File: config.mk
export PLATFORM = sky130hd
export DESIGN_NAME = fir_filter
export DESIGN_NICKNAME = d
export VERILOG_FILES = /design/src/rtl/fir_pkg.sv /design/src/rtl/fir_cell.sv /design/src/rtl/fir_mac.sv /design/src/rtl/fir_filter.sv
export SDC_FILE = /design/constraint.sdc
export NUM_CORES = 2
export LEC_CHECK = 0
export BUFFER_PORTS_ARGS = -buffer_cell sky130_fd_sc_hd__buf_2
export CORE_MARGIN = 4
export CORE_UTILIZATION = 40
export CTS_BUF_LIST = sky130_fd_sc_hd__clkbuf_4 sky130_fd_sc_hd__clkbuf_8 sky130_fd_sc_hd__clkbuf_16
export DETAILED_ROUTE_END_ITERATION = 16
export PLACE_DENSITY_LB_ADDON = 0.25
export SYNTH_ARGS = -nofsm -noshare
export SYNTH_HDL_FRONTEND = slang
export SYNTH_SLANG_ARGS = --single-unit
export TNS_END_PERCENT = 100
File: constraint.sdc
create_clock -name clk -period 12.3 [get_ports clk]
set_input_delay 0.615 -clock clk [delete_from_list [all_inputs] [get_ports clk]]
set_output_delay 0.615 -clock clk [all_outputs]
set_load 0.1 [all_outputs]
File: src/rtl/fir_pkg.sv
// Shared types and widths for the FIR filter.
package fir_pkg;

    localparam int SAMPLE_W = 16;
    localparam int COEF_W   = 24;
    localparam int INDEX_W  = 5;
    localparam int TAPCNT_W = 6;
    localparam int PROD_W   = SAMPLE_W + COEF_W;
    localparam int FRAC_W   = 16;

    localparam logic OP_SAMPLE     = 1'b0;
    localparam logic OP_COEF_WRITE = 1'b1;

    localparam logic signed [SAMPLE_W-1:0] SAMPLE_MAX = 16'sh7fff;
    localparam logic signed [SAMPLE_W-1:0] SAMPLE_MIN = 16'sh8000;

    // Per-cycle command to every cell of the chain.
    typedef struct packed {
        logic shift;   // take the left neighbor's sample, cell 0 takes the new one
        logic rotate;  // take sample and coefficient from the right neighbor
    } cell_ctrl_t;

endpackage

File: src/rtl/fir_cell.sv
// One tap cell: a delay-line sample and its coefficient.
module fir_cell (
    input  logic                         clk,
    input  logic                         rst_n,
    input  fir_pkg::cell_ctrl_t          ctrl,
    input  logic signed [15:0]           shift_in,
    input  logic signed [15:0]           rot_dly_in,
    input  logic signed [23:0]           rot_coef_in,
    input  logic                         coef_we,
    input  logic signed [23:0]           coef_wdata,
    output logic signed [15:0]           dly,
    output logic signed [23:0]           coef
);
    import fir_pkg::*;

    logic signed [SAMPLE_W-1:0] dly_reg;
    logic signed [COEF_W-1:0]   coef_reg;

    always_ff @(posedge clk or negedge rst_n)
    begin
        if (!rst_n)
        begin
            dly_reg  <= '0;
            coef_reg <= '0;
        end
        else
        begin
            if (ctrl.shift)
            begin
                dly_reg <= shift_in;
            end
            else if (ctrl.rotate)
            begin
                dly_reg <= rot_dly_in;
            end

            if (coef_we)
            begin
                coef_reg <= coef_wdata;
            end
            else if (ctrl.rotate)
            begin
                coef_reg <= rot_coef_in;
            end
        end
    end

    assign dly  = dly_reg;
    assign coef = coef_reg;

endmodule

File: src/rtl/fir_mac.sv
// Shared multiply-accumulate with truncate-toward-zero and saturation of the sum.
module fir_mac #(
    parameter int MAX_TAPS = 32
) (
    input  logic                         clk,
    input  logic                         rst_n,
    input  logic                         clear,
    input  logic                         prod_en,
    input  logic signed [23:0]           coef,
    input  logic signed [15:0]           dly,
    output logic signed [15:0]           result,
    output logic                         sat
);
    import fir_pkg::*;

    localparam int ACC_W = PROD_W + $clog2(MAX_TAPS) + 1;
    localparam int Q_W   = ACC_W - FRAC_W;

    logic signed [PROD_W-1:0] prod_reg;
    logic                     prod_vld_reg;
    logic signed [ACC_W-1:0]  acc_reg;
    logic signed [ACC_W-1:0]  acc_next;
    logic signed [ACC_W-1:0]  acc_adj;
    logic signed [Q_W-1:0]    q;
    logic                     over_hi;
    logic                     over_lo;

    always_comb
    begin
        acc_next = acc_reg;
        if (clear)
        begin
            acc_next = '0;
        end
        else if (prod_vld_reg)
        begin
            acc_next = acc_reg + ACC_W'(prod_reg);
        end
    end

    always_ff @(posedge clk or negedge rst_n)
    begin
        if (!rst_n)
        begin
            prod_vld_reg <= 1'b0;
            acc_reg      <= '0;
        end
        else
        begin
            prod_vld_reg <= prod_en;
            acc_reg      <= acc_next;
        end
    end

    always_ff @(posedge clk)
    begin
        prod_reg <= coef * dly;
    end

    // Bias negative sums so the arithmetic shift rounds toward zero.
    assign acc_adj = acc_reg + (acc_reg[ACC_W-1] ? ACC_W'((1 << FRAC_W) - 1) : ACC_W'(0));
    assign q       = acc_adj[ACC_W-1:FRAC_W];
    assign over_hi = q > Q_W'(SAMPLE_MAX);
    assign over_lo = q < Q_W'(SAMPLE_MIN);

    always_comb
    begin
        if (over_hi)
        begin
            result = SAMPLE_MAX;
        end
        else if (over_lo)
        begin
            result = SAMPLE_MIN;
        end
        else
        begin
            result = q[SAMPLE_W-1:0];
        end
    end

    assign sat = over_hi | over_lo;

endmodule

File: src/rtl/fir_filter.sv
// Top level: chain of tap cells rotating past one shared multiply-accumulate.
//
//  channel  | handshake              | payload
//  ---------+------------------------+------------------------------------------
//  in       | in_valid / in_stall    | operation, sample_in, coef_index, coef_value
//  out      | out_valid / out_stall  | sample_out, saturated
//  cfg      | cfg_write              | cfg_data (tap count)
//
// A coefficient write or a warm-up sample does not stall the input.
// A sample that yields a result holds in_stall while the cell chain makes one full
// rotation through the MAC, then passes through the drain and finish states.
// The finish state waits while an earlier result is still stalled in the output register.
// Reset clears the delay line, coefficients, fill count and sets tap count to 1.
module fir_filter #(
    parameter int MAX_TAPS = 32
) (
    input  logic                                  clk,
    input  logic                                  rst_n,
    input  logic                                  cfg_write,
    input  logic [fir_pkg::TAPCNT_W-1:0]          cfg_data,
    input  logic                                  in_valid,
    output logic                                  in_stall,
    input  logic                                  operation,
    input  logic signed [fir_pkg::SAMPLE_W-1:0]   sample_in,
    input  logic [fir_pkg::INDEX_W-1:0]           coef_index,
    input  logic signed [fir_pkg::COEF_W-1:0]     coef_value,
    output logic                                  out_valid,
    input  logic                                  out_stall,
    output logic signed [fir_pkg::SAMPLE_W-1:0]   sample_out,
    output logic                                  saturated
);
    import fir_pkg::*;

    localparam int CNT_W = $clog2(MAX_TAPS);
    localparam int N_W   = $clog2(MAX_TAPS + 1);
    localparam int TC_W  = (N_W > TAPCNT_W) ? N_W : TAPCNT_W;

    typedef enum logic [1:0] {
        S_IDLE,
        S_ROT,
        S_DRAIN,
        S_FIN
    } state_t;

    state_t                     state_reg;
    logic [TAPCNT_W-1:0]        tap_count_reg;
    logic [N_W-1:0]             fill_reg;
    logic [N_W-1:0]             fill_next;
    logic [N_W-1:0]             taps_reg;
    logic [N_W-1:0]             taps_next;
    logic [CNT_W-1:0]           cnt_reg;
    logic                       out_valid_reg;
    logic signed [SAMPLE_W-1:0] sample_out_reg;
    logic                       saturated_reg;

    logic                       accept;
    logic                       take_sample;
    logic [TC_W-1:0]            tc_ext;
    cell_ctrl_t                 ctrl;

    logic signed [SAMPLE_W-1:0] dly   [MAX_TAPS];
    logic signed [COEF_W-1:0]   coefs [MAX_TAPS];

    logic signed [SAMPLE_W-1:0] mac_result;
    logic                       mac_sat;

    assign accept      = in_valid && !in_stall;
    assign take_sample = accept && (operation == OP_SAMPLE);
    assign in_stall    = (state_reg != S_IDLE);

    assign ctrl.shift  = take_sample;
    assign ctrl.rotate = (state_reg == S_ROT);

    // Effective tap count: zero means one, anything past the chain length is clamped.
    assign tc_ext = TC_W'(tap_count_reg);
    always_comb
    begin
        if (tc_ext == '0)
        begin
            taps_next = N_W'(1);
        end
        else if (tc_ext > TC_W'(MAX_TAPS))
        begin
            taps_next = N_W'(MAX_TAPS);
        end
        else
        begin
            taps_next = tc_ext[N_W-1:0];
        end
    end

    assign fill_next = (fill_reg < N_W'(MAX_TAPS)) ? fill_reg + N_W'(1) : fill_reg;

    for (genvar i = 0; i < MAX_TAPS; i++)
    begin : g_cell
        fir_cell u_cell (
            .clk         (clk),
            .rst_n       (rst_n),
            .ctrl        (ctrl),
            .shift_in    ((i == 0) ? sample_in : dly[(i + MAX_TAPS - 1) % MAX_TAPS]),
            .rot_dly_in  (dly[(i + 1) % MAX_TAPS]),
            .rot_coef_in (coefs[(i + 1) % MAX_TAPS]),
            .coef_we     (accept && (operation == OP_COEF_WRITE) && (32'(coef_index) == i)),
            .coef_wdata  (coef_value),
            .dly         (dly[i]),
            .coef        (coefs[i])
        );
    end

    // After cnt rotations cell 0 holds tap cnt.
    fir_mac #(
        .MAX_TAPS (MAX_TAPS)
    ) u_mac (
        .clk     (clk),
        .rst_n   (rst_n),
        .clear   (state_reg == S_IDLE),
        .prod_en ((state_reg == S_ROT) && (N_W'(cnt_reg) < taps_reg)),
        .coef    (coefs[0]),
        .dly     (dly[0]),
        .result  (mac_result),
        .sat     (mac_sat)
    );

    always_ff @(posedge clk or negedge rst_n)
    begin
        if (!rst_n)
        begin
            state_reg      <= S_IDLE;
            tap_count_reg  <= TAPCNT_W'(1);
            fill_reg       <= '0;
            taps_reg       <= N_W'(1);
            cnt_reg        <= '0;
            out_valid_reg  <= 1'b0;
            sample_out_reg <= '0;
            saturated_reg  <= 1'b0;
        end
        else
        begin
            if (cfg_write)
            begin
                tap_count_reg <= cfg_data;
            end

            // Load a finished result, or drop one the receiver has taken.
            if ((state_reg == S_FIN) && (!out_valid_reg || !out_stall))
            begin
                out_valid_reg <= 1'b1;
            end
            else if (out_valid_reg && !out_stall)
            begin
                out_valid_reg <= 1'b0;
            end

            case (state_reg)
                S_IDLE:
                begin
                    cnt_reg <= '0;
                    if (take_sample)
                    begin
                        fill_reg <= fill_next;
                        taps_reg <= taps_next;
                        if (fill_next >= taps_next)
                        begin
                            state_reg <= S_ROT;
                        end
                    end
                end
                S_ROT:
                begin
                    cnt_reg <= cnt_reg + CNT_W'(1);
                    if (cnt_reg == CNT_W'(MAX_TAPS - 1))
                    begin
                        state_reg <= S_DRAIN;
                    end
                end
                S_DRAIN:
                begin
                    state_reg <= S_FIN;
                end
                S_FIN:
                begin
                    if (!out_valid_reg || !out_stall)
                    begin
                        sample_out_reg <= mac_result;
                        saturated_reg  <= mac_sat;
                        state_reg      <= S_IDLE;
                    end
                end
                default:
                begin
                    state_reg <= S_IDLE;
                end
            endcase
        end
    end

    assign out_valid  = out_valid_reg;
    assign sample_out = sample_out_reg;
    assign saturated  = saturated_reg;

endmodule

Word-level counts from Yosys, hierarchy flattened
Index checks and enable logic that the tools add are counted.
Storage, ports and cells
  register bits after elaboration: 1410
  word-level logic and storage cells: 356
  output and inout bits: 19
  bits of input ports: 57
Operators by class
  add/subtract/negate cells: 4
  $mul: 1
  bitwise operators: 2
  multiplexer cells: 144
  $lt $le $gt $ge: 6
  reductions and logical operators: 85
  equal/unequal tests: 39
Operators by type and width (number)
  24-bit 2-to-1 mux: 64
  16-bit 2-to-1 mux: 67
  46-bit 2-to-1 mux: 2
  5-bit == test, second input constant: 17
  2-bit nonzero test: 37
  46-bit by 40-bit adder with 46-bit output: 1
  46-bit adder: 1
  5-bit by 4-bit == test with 1-bit output, second input constant: 8
  24-bit by 16-bit multiplier with 40-bit output: 1
  1-bit logical AND: 38
  30-bit by 16-bit greater-than comparator with 1-bit output, second input constant: 1
  30-bit by 16-bit < comparator with 1-bit output, second input constant: 1
  5-bit by 3-bit == test with 1-bit output, second input constant: 4
  6-bit 2-to-1 mux: 3
  5-bit by 2-bit == test with 1-bit output, second input constant: 2
  5-bit one-hot mux with 2 select lines: 1
  2-bit 2-to-1 mux: 4
  2-bit one-hot mux with 4 select lines: 1
  6-bit by 1-bit adder with 6-bit output, second input constant: 1
  6-bit greater-or-equal comparator: 1
  6-bit greater-than comparator, second input constant: 1
  6-bit logical NOT: 1
  5-bit by 6-bit < comparator with 1-bit output: 1
  6-bit < comparator, second input constant: 1
  15 further kinds: 22

Depth between registers and ports, before layout
  depth after elaboration: 7
  gate-level depth with buffers: 27
  depth with buffers taken out: 25

Modules after synthesis
From an unflattened synthesis, not the netlist that was laid out.
Unflattened totals
  cell total of the unflattened synthesis: 7984
  area, all modules: 82347.7 um^2
By module, submodules not included
  fir_cell: times used 32, cells each 173, area each 1883.1 um^2, seq. area each 1001.0 um^2
  fir_mac: times used 1, cells each 2209, area each 19570.0 um^2, seq. area each 1976.9 um^2
  fir_filter: times used 1, cells each 239, area each 2519.9 um^2, seq. area each 1078.5 um^2

Worst setup path before layout
Ideal clock, no wire load.
  kind: reg-to-reg
  start point: reg g_cell[0].u_cell.dly_reg[1]
  end point: reg u_mac.prod_reg[39]
  required time: 12171 ps
  data arrival time: 6065 ps
  cell stages (with the launch flop): 23
  buffers on the path: 2
  path slack: 6106 ps
  library setup time: 129 ps
  cell sequence: dfrtp_1 -> clkbuf_1 -> clkbuf_1 -> nand2_1 -> fa_1 -> fa_1 -> fa_1 -> inv_1 -> fa_1 -> fa_1 -> inv_1 -> fa_1 -> inv_1 -> ha_1 -> nand3_1 -> a21o_1 -> a31oi_1 -> o21ai_1 -> o31a_1 -> o31a_1 -> nor4b_2 -> o41ai_1 -> xnor2_1
On the way
  cells in the longest elaborated chain, start to end: 1
Ends and longest elaborated chain
  start: declaration: RTL line fir_cell.sv:16  | logic signed [SAMPLE_W-1:0] dly_reg;
  start signal: assignment: RTL line fir_cell.sv:30  | dly_reg <= shift_in;
  start signal: assignment: RTL line fir_cell.sv:34  | dly_reg <= rot_dly_in;
  24-bit by 16-bit multiplier with 40-bit output: RTL line fir_mac.sv:57  | prod_reg <= coef * dly;
  end signal: assignment: RTL line fir_mac.sv:57
  end: declaration: RTL line fir_mac.sv:19  | logic signed [PROD_W-1:0] prod_reg;
No other way between the ends.
A chain may end at the register's enable or synchronous reset.

Worst setup path after layout
Ends and elaborated chain as after synthesis.

==> metrics <==
most frequent cells in the layout=dfrtp_1 (1367), mux2i_1 (1304), nor2_1 (895), a21oi_1 (854), nand2_1 (824); clock slew seen by the registers of the worst setup and hold paths=60 ps; drt pass-1 iters=5; YS warnings=0; Compound-Gate Fraction of Synth Area=10.7%; Synth Area in Adders=12.1%; R2R depth=22; CP peak stage delay=1110 ps; register area=0.0351 mm2; EDFF count, synth=0; Final Cycle Share=58.0%; 1st-iter DRT viols=3856; Worst Setup Start Kind=register; antenna violations before repair=10; Max Clk Rate=140 MHz; Initial Utilization=40.4%; Via density=5.09; Post-DP HPWL=115000 um; post-synthesis area per instance=9.85 um2; synth-to-layout area growth=9.49%; cell depth of the worst setup path=22; max reg flops=768; Setup CP Type=register to register; register area share after synthesis=43.8%; Worst EP required=12940 ps; nets=8432; Buf/Inv on CP=5; area share of xor/xnor cells in the synthesized design=1.16%; Slew Viols, Final=0; Root Driver=clkbuf_16; maxcap violations=0; ys flop type=dfrtp_1; Setup Buffers After CTS=0; CTS tree=yes; final setup fails=0; asr flop ratio synth=97.2%; Synth Area in Simple Gates=10.7%; final hold viol count=0; routed length per instance=16.8 um; setup TNS=0 ps; Distinct cells, synth=77; CP arrival=7780 ps; Worst path top cell family by delay=adder cells; Mapped Cells=8123; layout cells sized above 1=6.07%; FP Rows=163; pin count of the biggest net entering global routing=268; Worst Max-Slew Pin Slew=1310 ps; Clk Latency, worst-skew pair=820 ps; first-pass GRT wire length=296000 um; vias in the first global route=53848; clock sink count=1410; final worst path period need=7130 ps; CTS Buffer Depth=3; crit path cell chain=nand2_1 -> fa_1 -> inv_1 -> fa_1 -> inv_1 -> fa_1 -> inv_1 -> fa_1 -> fa_1 -> inv_1 -> fa_1 -> inv_1 -> ha_1 -> a21o_1 -> a21o_1 -> a21o_1 -> o21ai_1 -> o31a_1 -> o31a_1 -> nor4b_2 -> o41ai_1 -> xnor2_1; Die X=455 um; routed vias=53924; Core Area=0.198 mm2; die area=0.207 mm2; Total GRT Usage=17.3%; Mapped Nets=8730; Fill cells=18789; Critical Path Most Common Cell=fa_1; GRT overflow=0; mux share of post-synthesis cell area=16.4%; RSZ-0062 raised after global routing=no; WHS Path Cells=3; die height=455 um; commonest non-fill, non-tap cell in the layout=dfrtp_1; Slew Limit Headroom=12.9%; CTS Buf Count=157; ANT nets after route=0; Syn Std Cell Area=0.0800 mm2; Crit. End Element=register; Final Skew=47.6 ps; status=finished clean; Synth Register Bits=1410; area of the multi-input gates=0.0410 mm2; Port Buf Inserts=75; Hold WC Path Type=input pin to register; DRC errors left=0; final WL=178000 um; slowest cell on the critical path=dfrtp_1; worst-path fanout max=27; IO Count=76; H-tree depth=4; Placer Congestion=0.825; largest family of logic cells by synthesized area=multiplexers
[worst paths after layout]
check,startpoint,endpoint,slack [ps]
min reg2reg,tap_count_reg[5],taps_reg[0],460
max reg2reg,g_cell[0].u_cell.dly[1],u_mac.prod_reg[39],5170
min in group asynchronous,rst_n,g_cell[23].u_cell.dly[0],460
min,sample_in[0],g_cell[0].u_cell.dly[0],80
max,g_cell[0].u_cell.dly[1],u_mac.prod_reg[39],5170
max in group asynchronous,rst_n,g_cell[13].u_cell.dly[14],8940
[per-layer routing]
layer	track usage [%]	wire [um]	vias up
met5	0	32	-
li1	-	-	26595
met1	25.8	89300	26300
met3	3.12	7730	227
met2	26.2	77800	798
met4	3.84	3140	4
[cells by family after synthesis]
family          after synthesis
flops                      1410
simple gates               2066
compound gates             1603
xor+xnor                    106
fa+ha+maj                   550
buf+inv                    1075
mux                        1313
[worst register-to-register path: stages (launching register included)]
cell	delay [ps]
dfrtp_1	1110
nand2_1	230
fa_1	580
inv_1	60
fa_1	530
inv_1	60
fa_1	520
inv_1	70
fa_1	500
fa_1	520
inv_1	50
fa_1	470
inv_1	40
ha_1	340
a21o_1	210
a21o_1	170
a21o_1	180
o21ai_1	300
o31a_1	300
o31a_1	250
nor4b_2	80
o41ai_1	310
xnor2_1	130
[cells in the mapped netlist, types with 40 or more instances]
library cell	number	area share (%)
dfrtp_1	1368	43
mux2i_1	1304	16
nor2_1	913	4.3
a21oi_1	854	5.3
nand2_1	824	3.9
o21ai_0	580	3.6
clkbuf_1	562	2.6
inv_1	463	2.2
fa_1	375	9.4
ha_1	175	2.7
and2_1	165	1.3
xnor2_1	70	0.77
a21o_1	55	0.52
buf_1	42	0.20
dfxtp_1	40	1.0
[what timing repair did]
item / 4_1_cts / 5_1_grt
endpoints found under the hold margin: 139 / 0
gates resized for setup: 0 / 0
hold buffers: 7 / 0
[layout make-up]
class                      instances  area share (%)
antenna                            3         0.00857
tap                             2640            3.77
clock buffer                     241            5.52
multi-input combinational       5638            46.8
clock inverter                    38           0.565
timing repair buffer             154            1.33
inverter                         464            1.99
sequential                      1410            40.0
[per-stage QoR]
| stage | hold WS [ps] | utilization [%] | instances | worst slack [ps] | area, um2 |
|---|---|---|---|---|---|
| final | 81.9 | 44.2 | 10588 | 5170 | 87600 |
| after global routing | 51.3 | 44.2 | 10588 | 4700 | 87600 |
| after CTS | 7.52 | 44.2 | 10585 | 5150 | 87600 |
| after detailed placement | 455 | 41.5 | 10299 | 5140 | 82200 |
| after global placement | 448 | 41.5 | 10299 | 5270 | 82200 |
| after floorplan | 319 | - | 8123 | 6110 | 80000 |
Power is not shown: default switching activity piles up to over one toggle a cycle in this logic, so the estimate is an artifact.
